<file path="src/rtl/resonator_bank_windowed_rms_macros.svh">
// Assertion macros used by the top-level RTL file.
`ifndef RESONATOR_BANK_WINDOWED_RMS_MACROS_SVH
`define RESONATOR_BANK_WINDOWED_RMS_MACROS_SVH
`ifndef SYNTHESIS
`define RBWR_ASSERT_SAME(label, clk, rst, ante, cons) \
  label: assert property (@(posedge clk) disable iff (rst) (ante) |-> (cons)) \
    else $error("rbwr assertion failed");
`define RBWR_ASSERT_NEXT(label, clk, rst, ante, cons) \
  label: assert property (@(posedge clk) disable iff (rst) (ante) |=> (cons)) \
    else $error("rbwr assertion failed");
`else
`define RBWR_ASSERT_SAME(label, clk, rst, ante, cons)
`define RBWR_ASSERT_NEXT(label, clk, rst, ante, cons)
`endif
`endif

</file>
<file path="src/rtl/rbwr_pkg.sv">
package rbwr_pkg;

  typedef struct packed {
    logic               mode;
    logic signed [15:0] sample_value;
    logic        [3:0]  band_index;
    logic signed [31:0] band_a1_coef;
  } in_word_t;

  typedef struct packed {
    logic               kind;
    logic        [3:0]  band;
    logic signed [31:0] value;
    logic               last;
  } out_word_t;

  typedef struct packed {
    logic signed [31:0] y1;
    logic signed [31:0] y2;
    logic signed [31:0] a1;
    logic        [63:0] sum;
  } band_rec_t;

  typedef enum logic [3:0] {
    ST_IDLE,
    ST_MUL,
    ST_SUM,
    ST_SQ,
    ST_ACC,
    ST_RMS_START,
    ST_RMS_WAIT,
    ST_RMS_EMIT
  } ctrl_state_t;

  typedef enum logic [1:0] {
    RT_IDLE,
    RT_DIV,
    RT_ROOT,
    RT_DONE
  } root_state_t;

  localparam logic [1:0] REG_A2     = 2'd0;
  localparam logic [1:0] REG_B1     = 2'd1;
  localparam logic [1:0] REG_WINDOW = 2'd2;
  localparam logic [1:0] REG_EMIT   = 2'd3;

  localparam logic MODE_SAMPLE = 1'b0;
  localparam logic MODE_LOAD   = 1'b1;

  localparam logic KIND_RESP = 1'b0;
  localparam logic KIND_RMS  = 1'b1;

  localparam logic signed [31:0] RMS_MAX = 32'sh7fff_ffff;

endpackage

</file>
<file path="src/rtl/rbwr_cell.sv">
module rbwr_cell (
  input  logic                clk,
  input  logic                rst,
  input  logic                shift,
  input  logic                load_coef,
  input  logic signed [31:0]  coef,
  input  rbwr_pkg::band_rec_t rec_in,
  output rbwr_pkg::band_rec_t rec
);
  import rbwr_pkg::*;

  // Filter state clears at reset; the coefficient is undefined until loaded.
  always_ff @(posedge clk) begin
    if (shift) begin
      rec.a1 <= rec_in.a1;
    end else if (load_coef) begin
      rec.a1 <= coef;
    end
    if (rst) begin
      rec.y1  <= '0;
      rec.y2  <= '0;
      rec.sum <= '0;
    end else if (shift) begin
      rec.y1  <= rec_in.y1;
      rec.y2  <= rec_in.y2;
      rec.sum <= rec_in.sum;
    end
  end

endmodule

</file>
<file path="config.mk">
export PLATFORM = sky130hd
export DESIGN_NAME = rbwr_cell
export DESIGN_NICKNAME = d
export VERILOG_FILES = /design/src/rtl/resonator_bank_windowed_rms_macros.svh /design/src/rtl/rbwr_pkg.sv /design/src/rtl/rbwr_cell.sv
export SDC_FILE = /design/constraint.sdc
export NUM_CORES = 1
export LEC_CHECK = 0
export CAP_MARGIN = 0
export CORE_AREA = 2 2 137 139
export CTS_CLUSTER_DIAMETER = 120
export DETAILED_ROUTE_END_ITERATION = 10
export DIE_AREA = 0 0 139 141
export DONT_BUFFER_PORTS = 1
export PLACE_DENSITY = 0.48
export SETUP_SLACK_MARGIN = 0.02
export SYNTH_ARGS = -nofsm -noshare
export SYNTH_HDL_FRONTEND = slang
export SYNTH_SLANG_ARGS = --single-unit
</file>
<file path="constraint.sdc">
create_clock -name clk -period 2.9 [get_ports clk]
set_clock_uncertainty 0.15 [all_clocks]
set_input_delay 0.58 -clock clk [delete_from_list [all_inputs] [get_ports clk]]
set_output_delay 0.58 -clock clk [all_outputs]
set_load 0.01 [all_outputs]
</file>
## Word level (Yosys, flattened, before mapping)

Index checks and enable logic that the tools add are counted.

| storage, ports and cells | value |
|---|---|
| bits in registers | 160 |
| bits of input ports | 196 |
| output and inout port bits | 160 |
| logic and storage cells | 7 |

| cells by class | value |
|---|---|
| multiplexer cells | 2 |
| reductions and logical operators | 1 |

Operators with widths:

| operator | number |
|---|---|
| $mux W32 | 2 |
| $reduce_bool A2 Y1 | 1 |

## Logic depth before layout (Yosys ltp)

Gate-level depths: netlist (run 1).

| depth | value |
|---|---|
| word-level depth | 2 |
| gate-level depth with buffers | 5 |
| mapped depth without buffers | 2 |

## Worst setup path after synthesis (run 1)

No wires, ideal clock.

| timing path | value |
|---|---|
| path kind | input -> register |
| start | input port shift |
| end | register rec[64] in the netlist's numbering, enable pin |
| library setup time | 390 ps |
| data arrival time | 1,788 ps |
| data required time | 2,360 ps |
| setup slack | 572 ps |
| stages | 4 |
| buffers on the path | 3 |
| cells stage by stage | buf_4 buf_8 buf_8 or2_1 |

| on the way | value |
|---|---|
| word-level cells in the longest chain between the ends | 1 |

Ends and longest elaborated chain:

| element | RTL line | source |
|---|---|---|
| start, declared | rbwr_cell.sv:4 | `input logic shift,` |
| $reduce_bool A2 Y1 (no source line) | -- |  |
| end, declared | rbwr_cell.sv:8 | `output rbwr_pkg::band_rec_t rec` |

Every way passes these cells.
A chain may end at the register's enable or synchronous reset.

## Worst setup path in the final report (run 1)

| timing path | value |
|---|---|
| start | register rec[69] in the netlist's numbering |
| end | output port rec[69] in the netlist's numbering |

No word-level cell between the ends.

==> results of run 1 <==
-- routing by layer --
metal,up-vias,part of all wire,global-route usage
li1,1605,-,-
met1,1597,0.37,0.136
met2,200,0.52,0.221
met3,20,0.090,0.0601
met4,2,0.022,0.0585
met5,-,0.00097,0
-- worst max path at each step --
| stage | from | endpoint | slack, ns | cells past startpoint |
|---|---|---|---|---|
| final | rec[69]$_DFFE_PP_ | rec[69] | 1.32 | 0 |
| after global routing | rec[81]$_DFFE_PP_ | rec[81] | 1.27 | 0 |
| after CTS | rec[81]$_DFFE_PP_ | rec[81] | 1.28 | 0 |
| after detailed placement | shift | rec[78]$_DFFE_PP_ | 1.31 | 2 |
| after global placement | shift | rec[93]$_DFFE_PP_ | 1.31 | 2 |
| after floorplan | shift | rec[64]$_DFFE_PP_ | 0.57 | 4 |
-- power by group through the flow --
stage	sequential [uW]	combinational, uW	clock [uW]
final	2610	210	2280
after global routing	2620	237	2460
after CTS	2620	214	2340
after detailed placement	2660	215	0
after global placement	2660	202	0
after floorplan	2620	281	0
-- cells by family after synthesis --
| family | Yosys count | share of synthesized area |
|---|---|---|
| buf+inv | 32 | 0.0434 |
| simple gates | 129 | 0.0824 |
| mux | 160 | 0.278 |
| flops | 160 | 0.596 |
-- metrics by stage --
stage / std cells / area [sq um]
finish: 716 / 6550
floorplan: 481 / 5910
global placement: 684 / 5950
CTS: 716 / 6550
detailed placement: 684 / 5950
global route: 716 / 6550
-- cells in the final DEF (no fill, tap or decap) --
cell	netlist	layout
buf_4	5	1
bufinv_16	0	2
clkbuf_1	13	1
clkbuf_16	0	18
clkinv_2	0	2
clkinv_4	0	2
clkinvlp_4	0	1
dfxtp_1	128	128
edfxtp_1	32	32
inv_4	0	1
inv_6	0	4
inv_8	0	1
mux2_2	32	32
mux2i_1	128	128
nor2_1	128	128
or2_1	1	1
-- layout make-up --
cell class                 count  area, sq um  area share
clock inverter                13          148      0.0225
tap                          234          293      0.0447
clock buffer                  19          454      0.0693
sequential                   160         3520       0.538
timing repair buffer           1         7.51     0.00115
multi-input combinational    289         2130       0.325
==> impl_metrics.ini, run 1 <==
[route]
drt-wirelength-per-cell_um = 18.6
detail-route-antenna-nets = 0
finalWirelength_um = 13400
vias = 3424
routed_via_density = 4.78
drc = 0
first_pass_iters = 4
drt_iter0_markers = 147

[final_layout]
syn_to_final_growth_pct = 10.9
fin_nets = 665
drive_gt1_frac = 0.133
post-route-util = 0.359
n_fill_cell = 1834
largest_registers = rec x160
largest_reg_flops = 160
regMostFlops = rec
num_antenna_cells = 0

[synthesis]
synth_top_area_cell = dfxtp_1
yosysSeqAreaShare = 0.596
synthTopCellsByArea = dfxtp_1 43%, mux2i_1 22%, edfxtp_1 16%, nor2_1 8.1%, mux2_2 6.1%
synth_nets = 677
synth_edf_count = 32
synth_seq_cells = 160
synthArstFlopShare = 0
synthFlopType = dfxtp_1
synth_top_area_share = 0.434
syn_avg_cell_area_sq_um = 12.3
syn_inst = 481
synth_warnings = 0
syn-cell-area_sq_um = 5910
synth.distinct_cells = 10
netlist_top_cells_count = 128 x dfxtp_1, 128 x mux2i_1, 128 x nor2_1, 32 x edfxtp_1, 32 x mux2_2

[pwr]
combPwrFrac = 0.041
power.switching_uw = 1190
p_int_uw = 3910
vdd_drop_max_mv = 0.362
switching_share = 0.233
power_uw = 5100
power_density_nw_per_um2 = 778
seq_power_share = 0.512
p_leak_uw = 0.00280
p_clk_frac = 0.447

[die]
rows = 50
start_util = 0.323
coreArea_sq_um = 18300
dieArea_sq_um = 19600
ios = 356
die_h_um = 141
die_w_um = 139

[placement]
pre_cts_ws_ns = 1.31
gp_congestion = 0.750
hpwl_um = 9420
portBuffers = 0

[timing]
hold_viol_final = 0
setup_tns_ns = 0
max_slew.worst_pin.slew_ns = 0.413
drv_slew = 0
period_share = 0.544
setup_viol = 0
setup_ws_ns = 1.32
rsz0062_at_grt = false
slew_headroom = 0.725
period_needed_ns = 1.58
hold_ws_ns = 0.0803
max_freq_mhz = 634

[setup_path]
worst_ep_required_time_ns = 2.17
r2r-start = rec[116]$_SDFFE_PP0P_
r2r_end = rec[116]$_SDFFE_PP0P_
arrival_ns = 0.85
reg2reg_depth = 2
cp_max_fo = 1
crit_type = reg -> out
rrSetupSlack_ns = 2.07
start_kind = flop
cp-end-kind = primary output

[global_routing]
grt_pass1_wl_um = 19500
grt_max_degree = 162
grt_pass1_vias = 3405
antenna_found_initial = 1
track_usage = 0.129
grt.overflow.total = 0

[cts]
postCtsResizedCells = 0
htreeDepth = 4
clkTransAtPathRegs_ns = 0.07
cts_max_path_buffers = 2
postCtsSetupBuffers = 0
cts_root_buf = clkbuf_16
hold_buffers = 0
insertion_delay_ns = 0.41
clock_sinks = 160
cts_tree = yes
cts_made_buffers = 17

[min_path]
hp-class = in -> reg
hold_depth = 1
hold_start = rst
min_to = rec[152]$_SDFFE_PP0P_

[run]
drv_cap = 0

[run_status]
status = finished clean
No activity file was read; power rests on OpenSTA's default activity.
==> inputs of run 2 (changes only) <==
--- a/config.mk
+++ b/config.mk
@@ -5,13 +5,14 @@
 export SDC_FILE = /design/constraint.sdc
 export NUM_CORES = 1
 export LEC_CHECK = 0
+export ABC_AREA = 1
 export CAP_MARGIN = 0
-export CORE_AREA = 2 2 137 139
+export CORE_AREA = 2 2 140 142
 export CTS_CLUSTER_DIAMETER = 120
 export DETAILED_ROUTE_END_ITERATION = 10
-export DIE_AREA = 0 0 139 141
+export DIE_AREA = 0 0 142 144
 export DONT_BUFFER_PORTS = 1
-export PLACE_DENSITY = 0.48
+export PLACE_DENSITY = 0.51
 export SETUP_SLACK_MARGIN = 0.02
 export SYNTH_ARGS = -nofsm -noshare
 export SYNTH_HDL_FRONTEND = slang
==> constraint.sdc (replaced) <==
create_clock -name clk -period 1.5 [get_ports clk]
set_clock_uncertainty 0.15 [all_clocks]
set_input_delay 0.3 -clock clk [delete_from_list [all_inputs] [get_ports clk]]
set_output_delay 0.3 -clock clk [all_outputs]
set_load 0.01 [all_outputs]
==> run 2 against run 1 <==
The flow now stops in 4_1_cts; synthesized cell count increased by 97%; synthesized area increased by 11%.
==> impl_metrics.ini, run 2 <==
[synthesis]
synth_top_area_cell = dfxtp_1
synthTopCellsByArea = dfxtp_1 39%, nand2_1 20%, edfxtp_1 15%, nor2_1 15%, inv_1 7.4%
synth.distinct_cells = 9
synth_warnings = 0
synth_nets = 1144
synthArstFlopShare = 0
syn_inst = 948
yosysSeqAreaShare = 0.537
yosysMostFrequentCell = nand2_1
synth_top_area_share = 0.391
synthFlopType = dfxtp_1
syn_avg_cell_area_sq_um = 6.92
synth_edf_count = 32
netlist_top_cells_count = 352 x nand2_1, 256 x nor2_1, 130 x inv_1, 128 x dfxtp_1, 40 x buf_2
syn-cell-area_sq_um = 6560
synth_seq_cells = 160

[placement]
pre_cts_ws_ns = 0.324
portBuffers = 0
hpwl_um = 11400
gp_congestion = 0.774

[run_status]
lastStage = 4_1_cts
tool.error = [ERROR RSZ-0060] Max buffer count reached.
status = stopped before the end

[cts]
cts_root_buf = clkbuf_16
clock_sinks = 160
postCtsResizedCells = 0
postCtsSetupBuffers = 0
htreeDepth = 4
hold_buffers = 236
cts_made_buffers = 17
cts_max_path_buffers = 2

[die]
die_w_um = 142
start_util = 0.344
die_h_um = 144
ios = 356
rows = 51
## run 2: through the flow
stage / std cells / util / cell area (sq um)
after floorplan: 948 / - / 6560
after detailed placement: 1142 / 0.351 / 6690
after global placement: 1142 / 0.351 / 6690
## run 2: logic make-up after synthesis
kind of cell	synth area share
simple gates	0.349
buf+inv	0.114
flops	0.537
==> inputs of run 3 (changes only) <==
--- a/config.mk
+++ b/config.mk
@@ -7,13 +7,11 @@
 export LEC_CHECK = 0
 export ABC_AREA = 1
 export CAP_MARGIN = 0
-export CORE_AREA = 2 2 140 142
-export CTS_CLUSTER_DIAMETER = 120
+export CORE_AREA = 2 2 139 141
 export DETAILED_ROUTE_END_ITERATION = 10
-export DIE_AREA = 0 0 142 144
+export DIE_AREA = 0 0 141 143
 export DONT_BUFFER_PORTS = 1
-export PLACE_DENSITY = 0.51
-export SETUP_SLACK_MARGIN = 0.02
+export PLACE_DENSITY_LB_ADDON = 0.15
 export SYNTH_ARGS = -nofsm -noshare
 export SYNTH_HDL_FRONTEND = slang
 export SYNTH_SLANG_ARGS = --single-unit
==> run 3 against run 2 <==
The flow again stops in 4_1_cts; synthesized cell count did not move; synthesized area did not move.
==> impl_metrics.ini, run 3 <==
[die]
rows = 50
ios = 356
die_w_um = 141
start_util = 0.353
die_h_um = 143

[synthesis]
synth_edf_count = 32
syn-cell-area_sq_um = 6560
yosysMostFrequentCell = nand2_1
synth_warnings = 0
syn_avg_cell_area_sq_um = 6.92
synth_fa_ha_area_frac = 0
synthArstFlopShare = 0
synth_compound_area_frac = 0
synth_top_area_cell = dfxtp_1
syn_inst = 948
synth_seq_cells = 160
muxShareOfSynthArea = 0
synthTopCellsByArea = dfxtp_1 39%, nand2_1 20%, edfxtp_1 15%, nor2_1 15%, inv_1 7.4%
synthSimpleGateAreaFrac = 0.349
synth_nets = 1144
synth_top_family_by_area = simple AND/OR/NAND/NOR gates
synth.distinct_cells = 9
yosysSeqAreaShare = 0.537
synth-xor-area-share = 0
netlist_top_cells_count = 352 x nand2_1, 256 x nor2_1, 130 x inv_1, 128 x dfxtp_1, 40 x buf_2
synth_top_area_share = 0.391
synthFlopType = dfxtp_1

[cts]
cts_root_buf = clkbuf_16
cts_made_buffers = 17
clock_sinks = 160
postCtsSetupBuffers = 0
cts_max_path_buffers = 2
htreeDepth = 4
hold_buffers = 235
postCtsResizedCells = 0

[run_status]
status = stopped before the end
tool.error = [ERROR RSZ-0060] Max buffer count reached.
lastStage = 4_1_cts

[placement]
hpwl_um = 11500
portBuffers = 0
gp_congestion = 0.809
dpl_cell_area_sq_um = 6650
## run 3: cell counts after synthesis
No cell type changed its count.
## run 3: cell families after synthesis
| logic type | after synthesis |
|---|---|
| flops | 160 |
| simple gates | 609 |
| buf+inv | 179 |
## run 3: through the flow
stage | cells | setup slack, ns | utilization | hold slack (ns)
floorplan | 948 | 0.0702 | - | 0.329
global placement | 1137 | 0.248 | 0.358 | 0.303
detailed placement | 1137 | 0.259 | 0.358 | 0.309
