===== src/rtl/resonator_bank_windowed_rms_macros.svh =====
// Assertion macros used by the top-level RTL file.
`ifndef RESONATOR_BANK_WINDOWED_RMS_MACROS_SVH
`define RESONATOR_BANK_WINDOWED_RMS_MACROS_SVH
`ifndef SYNTHESIS
`define RBWR_ASSERT_SAME(label, clk, rst, ante, cons) \
  label: assert property (@(posedge clk) disable iff (rst) (ante) |-> (cons)) \
    else $error("rbwr assertion failed");
`define RBWR_ASSERT_NEXT(label, clk, rst, ante, cons) \
  label: assert property (@(posedge clk) disable iff (rst) (ante) |=> (cons)) \
    else $error("rbwr assertion failed");
`else
`define RBWR_ASSERT_SAME(label, clk, rst, ante, cons)
`define RBWR_ASSERT_NEXT(label, clk, rst, ante, cons)
`endif
`endif


===== src/rtl/rbwr_pkg.sv =====
package rbwr_pkg;

  typedef struct packed {
    logic               mode;
    logic signed [15:0] sample_value;
    logic        [3:0]  band_index;
    logic signed [31:0] band_a1_coef;
  } in_word_t;

  typedef struct packed {
    logic               kind;
    logic        [3:0]  band;
    logic signed [31:0] value;
    logic               last;
  } out_word_t;

  typedef struct packed {
    logic signed [31:0] y1;
    logic signed [31:0] y2;
    logic signed [31:0] a1;
    logic        [63:0] sum;
  } band_rec_t;

  typedef enum logic [3:0] {
    ST_IDLE,
    ST_MUL,
    ST_SUM,
    ST_SQ,
    ST_ACC,
    ST_RMS_START,
    ST_RMS_WAIT,
    ST_RMS_EMIT
  } ctrl_state_t;

  typedef enum logic [1:0] {
    RT_IDLE,
    RT_DIV,
    RT_ROOT,
    RT_DONE
  } root_state_t;

  localparam logic [1:0] REG_A2     = 2'd0;
  localparam logic [1:0] REG_B1     = 2'd1;
  localparam logic [1:0] REG_WINDOW = 2'd2;
  localparam logic [1:0] REG_EMIT   = 2'd3;

  localparam logic MODE_SAMPLE = 1'b0;
  localparam logic MODE_LOAD   = 1'b1;

  localparam logic KIND_RESP = 1'b0;
  localparam logic KIND_RMS  = 1'b1;

  localparam logic signed [31:0] RMS_MAX = 32'sh7fff_ffff;

endpackage


===== src/rtl/rbwr_root_unit.sv =====
module rbwr_root_unit (
  input  logic               clk,
  input  logic               rst,
  input  logic               start,
  input  logic [63:0]        dividend,
  input  logic [15:0]        divisor,
  output logic               done,
  output logic signed [31:0] result
);
  import rbwr_pkg::*;

  root_state_t state, state_next;
  logic [63:0] quo;
  logic [16:0] drem;
  logic [34:0] rrem;
  logic [31:0] root;
  logic [15:0] dvs;
  logic [5:0]  cnt;
  logic [16:0] dshift;
  logic [34:0] rshift;
  logic [34:0] rtest;

  assign dshift = {drem[15:0], quo[63]};
  assign rshift = {rrem[32:0], quo[63:62]};
  assign rtest  = {1'b0, root, 2'b01};

  always_comb begin
    state_next = state;
    case (state)
      RT_IDLE: if (start) state_next = RT_DIV;
      RT_DIV:  if (cnt == 6'd63) state_next = RT_ROOT;
      RT_ROOT: if (cnt == 6'd31) state_next = RT_DONE;
      RT_DONE: state_next = RT_IDLE;
      default: state_next = RT_IDLE;
    endcase
  end

  always_comb begin
    done   = (state == RT_DONE);
    result = (root > 32'h7fff_ffff) ? RMS_MAX : $signed(root);
  end

  always_ff @(posedge clk) begin
    if (rst) begin
      state <= RT_IDLE;
      cnt   <= '0;
    end else begin
      state <= state_next;
      if (state == RT_DIV || state == RT_ROOT) begin
        cnt <= (state_next == state) ? cnt + 6'd1 : 6'd0;
      end else begin
        cnt <= '0;
      end
    end
  end

  // Restoring divide, one quotient bit a cycle, then a two-bit-a-cycle root.
  always_ff @(posedge clk) begin
    case (state)
      RT_IDLE: begin
        if (start) begin
          quo  <= dividend;
          dvs  <= divisor;
          drem <= '0;
          rrem <= '0;
          root <= '0;
        end
      end
      RT_DIV: begin
        if (dshift >= {1'b0, dvs}) begin
          drem <= dshift - {1'b0, dvs};
          quo  <= {quo[62:0], 1'b1};
        end else begin
          drem <= dshift;
          quo  <= {quo[62:0], 1'b0};
        end
      end
      RT_ROOT: begin
        quo <= {quo[61:0], 2'b00};
        if (rshift >= rtest) begin
          rrem <= rshift - rtest;
          root <= {root[30:0], 1'b1};
        end else begin
          rrem <= rshift;
          root <= {root[30:0], 1'b0};
        end
      end
      default: begin
      end
    endcase
  end

endmodule


===== config.mk =====
export PLATFORM = sky130hd
export DESIGN_NAME = rbwr_root_unit
export DESIGN_NICKNAME = d
export VERILOG_FILES = /design/src/rtl/resonator_bank_windowed_rms_macros.svh /design/src/rtl/rbwr_pkg.sv /design/src/rtl/rbwr_root_unit.sv
export SDC_FILE = /design/constraint.sdc
export NUM_CORES = 1
export LEC_CHECK = 0
export BUFFER_PORTS_ARGS = -buffer_cell sky130_fd_sc_hd__buf_2
export CAP_MARGIN = 0
export CORE_MARGIN = 8
export CORE_UTILIZATION = 25
export DETAILED_ROUTE_END_ITERATION = 8
export GPL_ROUTABILITY_DRIVEN = 1
export GPL_TIMING_DRIVEN = 0
export HOLD_SLACK_MARGIN = 0.03
export SLEW_MARGIN = 20
export SYNTH_ARGS = -nofsm -noshare
export SYNTH_HDL_FRONTEND = slang
export SYNTH_SLANG_ARGS = --single-unit

===== constraint.sdc =====
create_clock -name clk -period 7 [get_ports clk]
set_clock_uncertainty 0.2 [all_clocks]
set_input_delay 0.7 -clock clk [delete_from_list [all_inputs] [get_ports clk]]
set_output_delay 0.7 -clock clk [all_outputs]
set_load 0.1 [all_outputs]

### Yosys cells after proc, flatten, opt, wreduce, memory -nomap -nowiden

Cells that the tools add are included.

* register bits: 169
* bits in latches: 0
* RAM bits: 0
* memory bits (read-only): 0
* input port bits: 83
* output and inout port bits: 33
* memories kept: 0

* add/subtract/negate cells: 3
* multipliers: 0
* divide/modulo/power cells: 0
* magnitude comparators: 3
* equality and inequality tests: 7
* shift operators: 0
* multiplexer cells: 17
* bitwise operators: 2
* reductions and logical operators: 10

Operators with widths (number)
* one-hot mux 64 bit (3 select lines): 1
* 2-to-1 mux 33 bit: 2
* one-hot mux 33 bit (2 select lines): 1
* 2-to-1 mux 32 bit: 2
* 2-to-1 mux 64 bit: 1
* one-hot mux 32 bit (2 select lines): 1
* >= comparator 35 x 34 -> 1 bit: 1
* subtractor 33 bit: 1
* greater-than comparator 32 x 31 -> 1 bit (second input constant): 1
* 2-to-1 mux 16 bit: 2
* one-hot mux 16 bit (2 select lines): 1
* >= comparator 17 x 16 -> 1 bit: 1
* subtractor 16 bit: 1
* one-hot mux 2 bit (4 select lines): 1
* AND reduction 2 bit: 4
* adder 6 x 1 -> 6 bit (second input constant): 1
* == test 6 x 5 -> 1 bit (second input constant): 1
* == test 6 bit (second input constant): 1
* 2-to-1 mux 2 bit: 3
* == test 2 bit (second input constant): 2
* nonzero test 2 bit: 2
* nonzero test 3 bit: 1
* OR reduction 3 bit: 1
* == test 2 x 1 -> 1 bit (second input constant): 1
* 6 further kinds: 8

### Depth between registers and ports, before layout

Gate-level depths: netlist of the first run.

* depth in word-level cells: 6
* mapped depth: 13

### Worst setup path before layout of the first run

No wires, ideal clock.

* kind: reg-to-reg
* start: register state[0]
* end: register quo[0], enable pin
* arrival: 5612 ps
* data required time: 6226 ps
* path slack: 613 ps
* stages on the path, launching flop included: 6
* path buffers: 1
* period minus slack after synthesis: 6387 ps
* cell sequence: dfxtp_1 -> inv_1 -> ha_1 -> clkbuf_1 -> inv_1 -> o21ai_0

* cells in the longest elaborated chain, start to end: 3
* elaborated cells between the ends (all ways): 6
* those cells by class: eq/ne: 3; reduce/logical: 3

RTL lines
* start, declared: RTL line rbwr_root_unit.sv:12 `root_state_t state, state_next;`
* start signal, assigned: RTL line rbwr_root_unit.sv:48 `state <= state_next;`
* == test 2 x 1 -> 1 bit, or another cell as far along: RTL line rbwr_root_unit.sv:59 `case (state)`
* nonzero test 3 bit (no source line) / inequality test 2 bit (equally long branches)
* AND reduction 2 bit (no source line) *
* end signal, assigned: RTL line rbwr_root_unit.sv:62 `quo <= dividend;`
* end signal, assigned: RTL line rbwr_root_unit.sv:72 `quo <= {quo[62:0], 1'b1};`
* end signal, assigned: RTL line rbwr_root_unit.sv:75 `quo <= {quo[62:0], 1'b0};`
* end, declared: RTL line rbwr_root_unit.sv:13 `logic [63:0] quo;`

Every way passes the cells marked *; elsewhere a longest branch is shown, timed or not.
A chain may end at the register's enable or synchronous reset.

### Final worst setup path of the first run

* start: register quo[63]
* end: register rrem[32] (data pin)

* cells in the longest elaborated chain, start to end: 3
* elaborated cells between the ends (all ways): 4
* those cells by class: add/sub: 1; order compare: 1; mux: 2

RTL lines
* subtractor 33 bit / >= comparator 35 x 34 -> 1 bit (equally long branches): RTL line rbwr_root_unit.sv:81, rbwr_root_unit.sv:80
* 2-to-1 mux 33 bit *: RTL line rbwr_root_unit.sv:80 `if (rshift >= rtest) begin`
* one-hot mux 33 bit (2 select lines) *: RTL line rbwr_root_unit.sv:59
* end signal, assigned: RTL line rbwr_root_unit.sv:81 `rrem <= rshift - rtest;`
* end signal, assigned: RTL line rbwr_root_unit.sv:84 `rrem <= rshift;`
* end, declared: RTL line rbwr_root_unit.sv:15 `logic [34:0] rrem;`

Marks and branches as above.

==> results.py, run 1 <==
metrics = {
    "clock_network": {
        "cts-buffers-inserted": 17,
        "cts_resized": 0,
        "clkLatencyLatePin_ns": 0.44,
        "post-cts-setup-buffers": 0,
        "path_clk_slew_ns": 0.07,
        "root_buffer": "clkbuf_16",
        "clock_path_buffers": 2,
        "postCtsHoldBufs": 0,
        "htreeDepth": 4,
        "cts_tree": "yes",
        "cts.sinks": 169,
    },
    "finish": {
        "drive_gt1_frac": 0.154,
        "nets": 1295,
        "fill_cells": 4193,
        "layoutNonFillerInstCount": 1694,
        "area_growth_syn_to_layout_pct": 20.1,
        "final_cell_mix": "nor2_1 (161), edfxtp_1 (161), buf_2 (117), a21oi_1 (115), nand2_1 (72)",
    },
    "pwr": {
        "peakVddDrop_mv": 0.173,
        "leakagePower_nw": 4.85,
        "intPower_mw": 2.06,
        "powerDensity_nw_per_um2": 252,
        "seqPwrFrac": 0.419,
        "pwr-share-clk": 0.317,
        "netSwitchingPower_mw": 1.00,
        "power_mw": 3.06,
        "swShare": 0.328,
        "pwr-share-comb": 0.264,
    },
    "worst_setup_path": {
        "cp.arrival_ns": 3.40,
        "critPathCapture": "rrem[32]",
        "required_ns": 6.98,
        "start_kind": "register",
        "r2r_cells": 10,
        "worstReg2RegEnd": "rrem[32]",
        "regToRegSetupSlack_ns": 3.58,
        "critPathLaunch": "quo[63]",
        "worst-setup-path-type": "reg -> reg",
        "r2r-start": "quo[63]",
        "crit_fanout": 4,
        "endpoint_kind": "register",
    },
    "sta": {
        "setup_slack_ns": 3.58,
        "setup_viol": 0,
        "relSlewSlack": 0.472,
        "drv_slew": 0,
        "whs_ns": 0.233,
        "worst_slew_pin_slew_ns": 0.792,
        "rsz0062_at_grt": "no",
        "hold_viol": 0,
        "min_period_ns": 3.42,
        "timing.final.crit_share": 0.489,
        "timing.fmax_ghz": 0.292,
        "tns_ns": 0,
    },
    "hold_path": {
        "hold_path.class": "in -> reg",
    },
    "synth": {
        "netlist.area_leader.share": 0.478,
        "syn_inst": 1016,
        "synth_area_um2": 10100,
        "synth_area_per_cell_um2": 9.95,
        "synth-seq-cells": 169,
        "synth_area_leaders": "edfxtp_1 (48%), ha_1 (6.8%), nor2_1 (6.0%)",
        "ys_async_sr_fraction": 0,
        "synth_area_leader_cell": "edfxtp_1",
        "synth-seq-area-share": 0.494,
        "ys.warnings.count": 0,
        "synth_nets": 1155,
        "synth_cell_type_count": 71,
        "ys.flop_type": "edfxtp_1",
        "synth_edf_count": 161,
    },
    "route": {
        "vias": 8305,
        "drc_errors": 0,
        "first_iter_violations": 728,
        "post_drt_wl_per_cell_um": 17.3,
        "detail_route.first_pass.iterations": 5,
        "viasPerCell": 4.90,
        "wl_um": 29400,
        "ant_nets": 0,
    },
    "global_routing": {
        "grt_usage": 0.123,
        "grt_max_degree": 25,
        "overflow": 0,
        "grt_pass1_vias": 8316,
        "grt_pass1_wl_um": 46100,
        "antenna_found_initial": 1,
    },
    "placed_design": {
        "place_ws_ns": 3.61,
        "port_buffers": 114,
        "dp_hpwl_um": 21800,
        "dp_cells": 1662,
        "gp_congestion": 0.843,
    },
    "job": {
        "cap_viol_max_count": 0,
    },
    "outcome": {
        "status": "completed",
    },
    "die": {
        "core_area_um2": 39800,
        "start_util": 0.254,
        "die_h_um": 217,
        "die_width_um": 217,
        "io_pins": 116,
        "die_area_um2": 47100,
        "core.rowCount": 73,
    },
}
[kinds of logic after synthesis]
family / Yosys count / share of synthesized area
simple gates: 308 / 0.134
compound gates: 280 / 0.180
flops: 169 / 0.494
buf+inv: 125 / 0.0505
fa+ha+maj: 56 / 0.0701
xor+xnor: 43 / 0.0373
mux: 34 / 0.0338
other cells: 1 / 0.000371
[area by class of cell]
type / count / area [um^2] / share of cell area
inverters: 70 / 263 / 0.0217
diodes: 1 / 2.50 / 0.000206
flip-flops and latches: 169 / 4990 / 0.412
clock inverters: 14 / 164 / 0.0135
repair buffers: 121 / 751 / 0.0619
well taps: 525 / 657 / 0.0541
multi-input cells: 722 / 4630 / 0.382
clock buffers: 17 / 425 / 0.0351
plain buffers: 55 / 248 / 0.0204
[Yosys cell counts, types with 4 or more instances]
library cell  number
edfxtp_1         161
nor2_1           161
a21oi_1          115
nand2_1           72
inv_1             69
a22oi_1           62
ha_1              55
clkbuf_1          42
mux2i_1           33
xnor2_1           29
o21ai_0           27
a21o_1            16
xor2_1            14
nand3_1           12
nor3_1            11
dfxtp_1            8
and3_1             7
a211oi_1           6
o31ai_1            6
a31oi_1            5
and4_1             5
nand4_1            5
nor2b_1            5
o21a_1             5
or2_2              5
a21boi_0           4
buf_1              4
buf_6              4
nand2b_1           4
or3_1              4
[power groups by stage]
| stage | Sequential [mW] | Clock [mW] | Combinational [mW] |
|---|---|---|---|
| after floorplan | 1.30 | 0 | 0.590 |
| after global placement | 1.32 | 0 | 0.763 |
| after detailed placement | 1.30 | 0 | 0.806 |
| after CTS | 1.28 | 0.988 | 0.809 |
| after global routing | 1.29 | 1.02 | 0.888 |
| final | 1.28 | 0.971 | 0.808 |
[worst min path at each step]
stage,start,cells after the start,slack [ns],to
floorplan,cnt[0],1,0.22,cnt[0]
global placement,cnt[0],1,0.23,cnt[0]
detailed placement,cnt[0],1,0.24,cnt[0]
CTS,divisor[10],1,0.21,dvs[10]
global route,divisor[1],1,0.21,dvs[1]
finish,divisor[10],1,0.23,dvs[10]
[metrics by stage]
stage | instance area (um^2) | utilization
after floorplan | 10100 | -
after global placement | 11300 | 0.285
after detailed placement | 11500 | 0.290
after CTS | 12100 | 0.305
after global routing | 12100 | 0.305
final | 12100 | 0.305
[worst max-delay path, cell delays in order, from the launching register on]
cell      delay [ns]
edfxtp_1        0.50
inv_1           0.22
ha_1            0.22
nor2b_1         0.08
o311ai_1        0.42
a211oi_1        0.18
or2_1           0.28
o31ai_1         0.48
a211oi_1        0.21
o211ai_1        0.26
nand4b_1        0.11
[state kept, by name (all words and copies together), names as in the netlist]
signal	flops
state	2
dvs	16
quo	64
drem	16
cnt	6
rrem	33
root	32
[metal layers]
metal,GRT usage,vias up,wire length [um]
met5,0,-,0
met4,0.0374,0,526
met3,0.0261,34,1910
met2,0.202,282,14000
met1,0.161,4014,13000
li1,-,3975,-
No activity file was read; power rests on OpenSTA's default activity.
==> run 2, diff against run 1 <==
Clock period 7 ns to 2.85 ns, I/O delays scaled along.
==> results.py, run 2 (synthesized netlist as in run 1, its figures left out) <==
metrics = {
    "global_routing": {
        "antenna_found_initial": 0,
        "overflow": 0,
        "grt_max_degree": 24,
        "grt_pass1_wl_um": 48200,
        "grt_usage": 0.128,
        "grt_pass1_vias": 8782,
    },
    "sta": {
        "min_period_ns": 3.14,
        "whs_ns": 0.0420,
        "worst_slew_pin_slew_ns": 0.892,
        "hold_viol": 0,
        "setup_slack_ns": -0.292,
        "tns_ns": -6.47,
        "setup_viol": 33,
        "drv_slew": 0,
        "timing.final.crit_share": 1.10,
        "timing.fmax_ghz": 0.318,
        "rsz0062_at_grt": "yes",
        "relSlewSlack": 0.405,
    },
    "die": {
        "die_width_um": 217,
        "start_util": 0.254,
        "core.rowCount": 73,
        "die_h_um": 217,
        "die_area_um2": 47100,
        "core_area_um2": 39800,
        "io_pins": 116,
    },
    "placed_design": {
        "placed_cell_area_um2": 11600,
        "port_buffers": 114,
        "place_ws_ns": -0.607,
        "gp_congestion": 0.849,
        "dp_cells": 1662,
        "dp_hpwl_um": 21800,
    },
    "finish": {
        "layoutNonFillerInstCount": 1803,
        "top_regs": "quo (64), rrem (33), root (32)",
        "drive_gt1_frac": 0.242,
        "largest_reg_flops": 64,
        "area_growth_syn_to_layout_pct": 35.8,
        "antenna_cells": 0,
        "mostFrequentLayoutCell": "edfxtp_1",
        "nets": 1405,
        "final_cell_mix": "edfxtp_1 (161), nor2_1 (158), buf_2 (114), a21oi_1 (104), dlygate4sd3_1 (77)",
        "post-route-cell-area_um2": 13700,
        "largest_register": "quo",
        "post-route-util": 0.345,
    },
    "route": {
        "drc_errors": 0,
        "wl_um": 31000,
        "first_iter_violations": 627,
        "viasPerCell": 4.82,
        "detail_route.first_pass.iterations": 5,
        "ant_nets": 0,
        "vias": 8698,
        "post_drt_wl_per_cell_um": 17.2,
    },
    "clock_network": {
        "path_clk_slew_ns": 0.07,
        "cts.sinks": 169,
        "clkLatencyLatePin_ns": 0.45,
        "cts-buffers-inserted": 17,
        "clock_path_buffers": 2,
        "root_buffer": "clkbuf_16",
        "htreeDepth": 4,
        "cts_tree": "yes",
    },
    "worst_setup_path": {
        "worst-setup-path-type": "reg -> reg",
        "endpoint_kind": "register",
        "crit_family": "compound AO/OA/AOI/OAI gates",
        "required_ns": 2.81,
        "path_cells": "ha_4 > o21a_1 > nor2_2 > or4_4 > o31ai_4 > a21o_1 > a31o_1 > buf_6 > buf_12 > buf_16 > mux2i_1 > nor2_1",
        "critical-path-max-stage-delay_ns": 0.54,
        "path_buf_inv": 3,
        "start_kind": "register",
        "cpMaxStageDelayCell": "or4_4",
        "cp.arrival_ns": 3.11,
        "crit_fanout": 5,
    },
    "pwr": {
        "pwr-share-clk": 0.293,
        "pwr-share-comb": 0.303,
        "powerDensity_nw_per_um2": 570,
        "peakVddDrop_mv": 0.413,
        "intPower_mw": 5.17,
        "swShare": 0.340,
        "seqPwrFrac": 0.404,
        "power_mw": 7.83,
        "leakagePower_nw": 5.39,
        "netSwitchingPower_mw": 2.66,
    },
    "hold_path": {
        "hold_path.class": "in -> reg",
    },
    "job": {
        "cap_viol_max_count": 0,
    },
    "outcome": {
        "failed_checks": "negative setup slack",
        "status": "complete, but fails checks",
    },
}
-- run 2: worst register-to-register path: cells and delay by family (launching register included) --
kind	cells	cell delay, ns
compound gates	4	0.70
fa+ha+maj	1	0.31
buf+inv	3	0.40
flops	1	0.44
mux	1	0.18
simple gates	3	0.65
-- run 2: metal layers --
metal  track usage  part of all wire  vias up
met2         0.213              0.49      265
met4        0.0451             0.020        0
met1         0.160              0.44     4207
li1              -                 -     4193
met5             0                 0        -
met3        0.0288             0.056       33
-- run 2: path summary, 6_finish.rpt --
check	startpoint	end	slack, ns	cells past startpoint
hold / removal	dividend[42]	quo[42]	0.04	3
setup / recovery	rrem[8]	rrem[20]	-0.29	12
hold reg to reg	cnt[0]	cnt[0]	0.25	1
setup reg to reg	rrem[8]	rrem[20]	-0.29	12
-- run 2: layout make-up --
| class | count | area [um^2] |
|---|---|---|
| plain buffers | 49 | 273 |
| clock buffers | 18 | 429 |
| clock inverters | 13 | 123 |
| fillers | 4012 | 26100 |
| inverters | 70 | 267 |
| multi-input cells | 722 | 5130 |
| flip-flops and latches | 169 | 5000 |
| well taps | 525 | 657 |
| repair buffers | 237 | 1850 |
-- run 2: what timing repair did --
action	4_1_cts	5_1_grt
endpoints found under the hold margin	77	0
hold buffers	77	0
setup endpoints to repair	64	66
gates resized for setup	58	66
setup buffers	27	16
gates cloned	2	1
pin swaps	20	22
-- run 2: power by group through the flow --
stage / Sequential (mW) / Clock [mW] / Combinational [mW]
finish: 3.16 / 2.30 / 2.37
global route: 3.19 / 2.43 / 2.57
CTS: 3.15 / 2.34 / 2.26
detailed placement: 3.20 / 0 / 1.99
global placement: 3.21 / 0 / 1.90
floorplan: 3.16 / 0 / 1.47
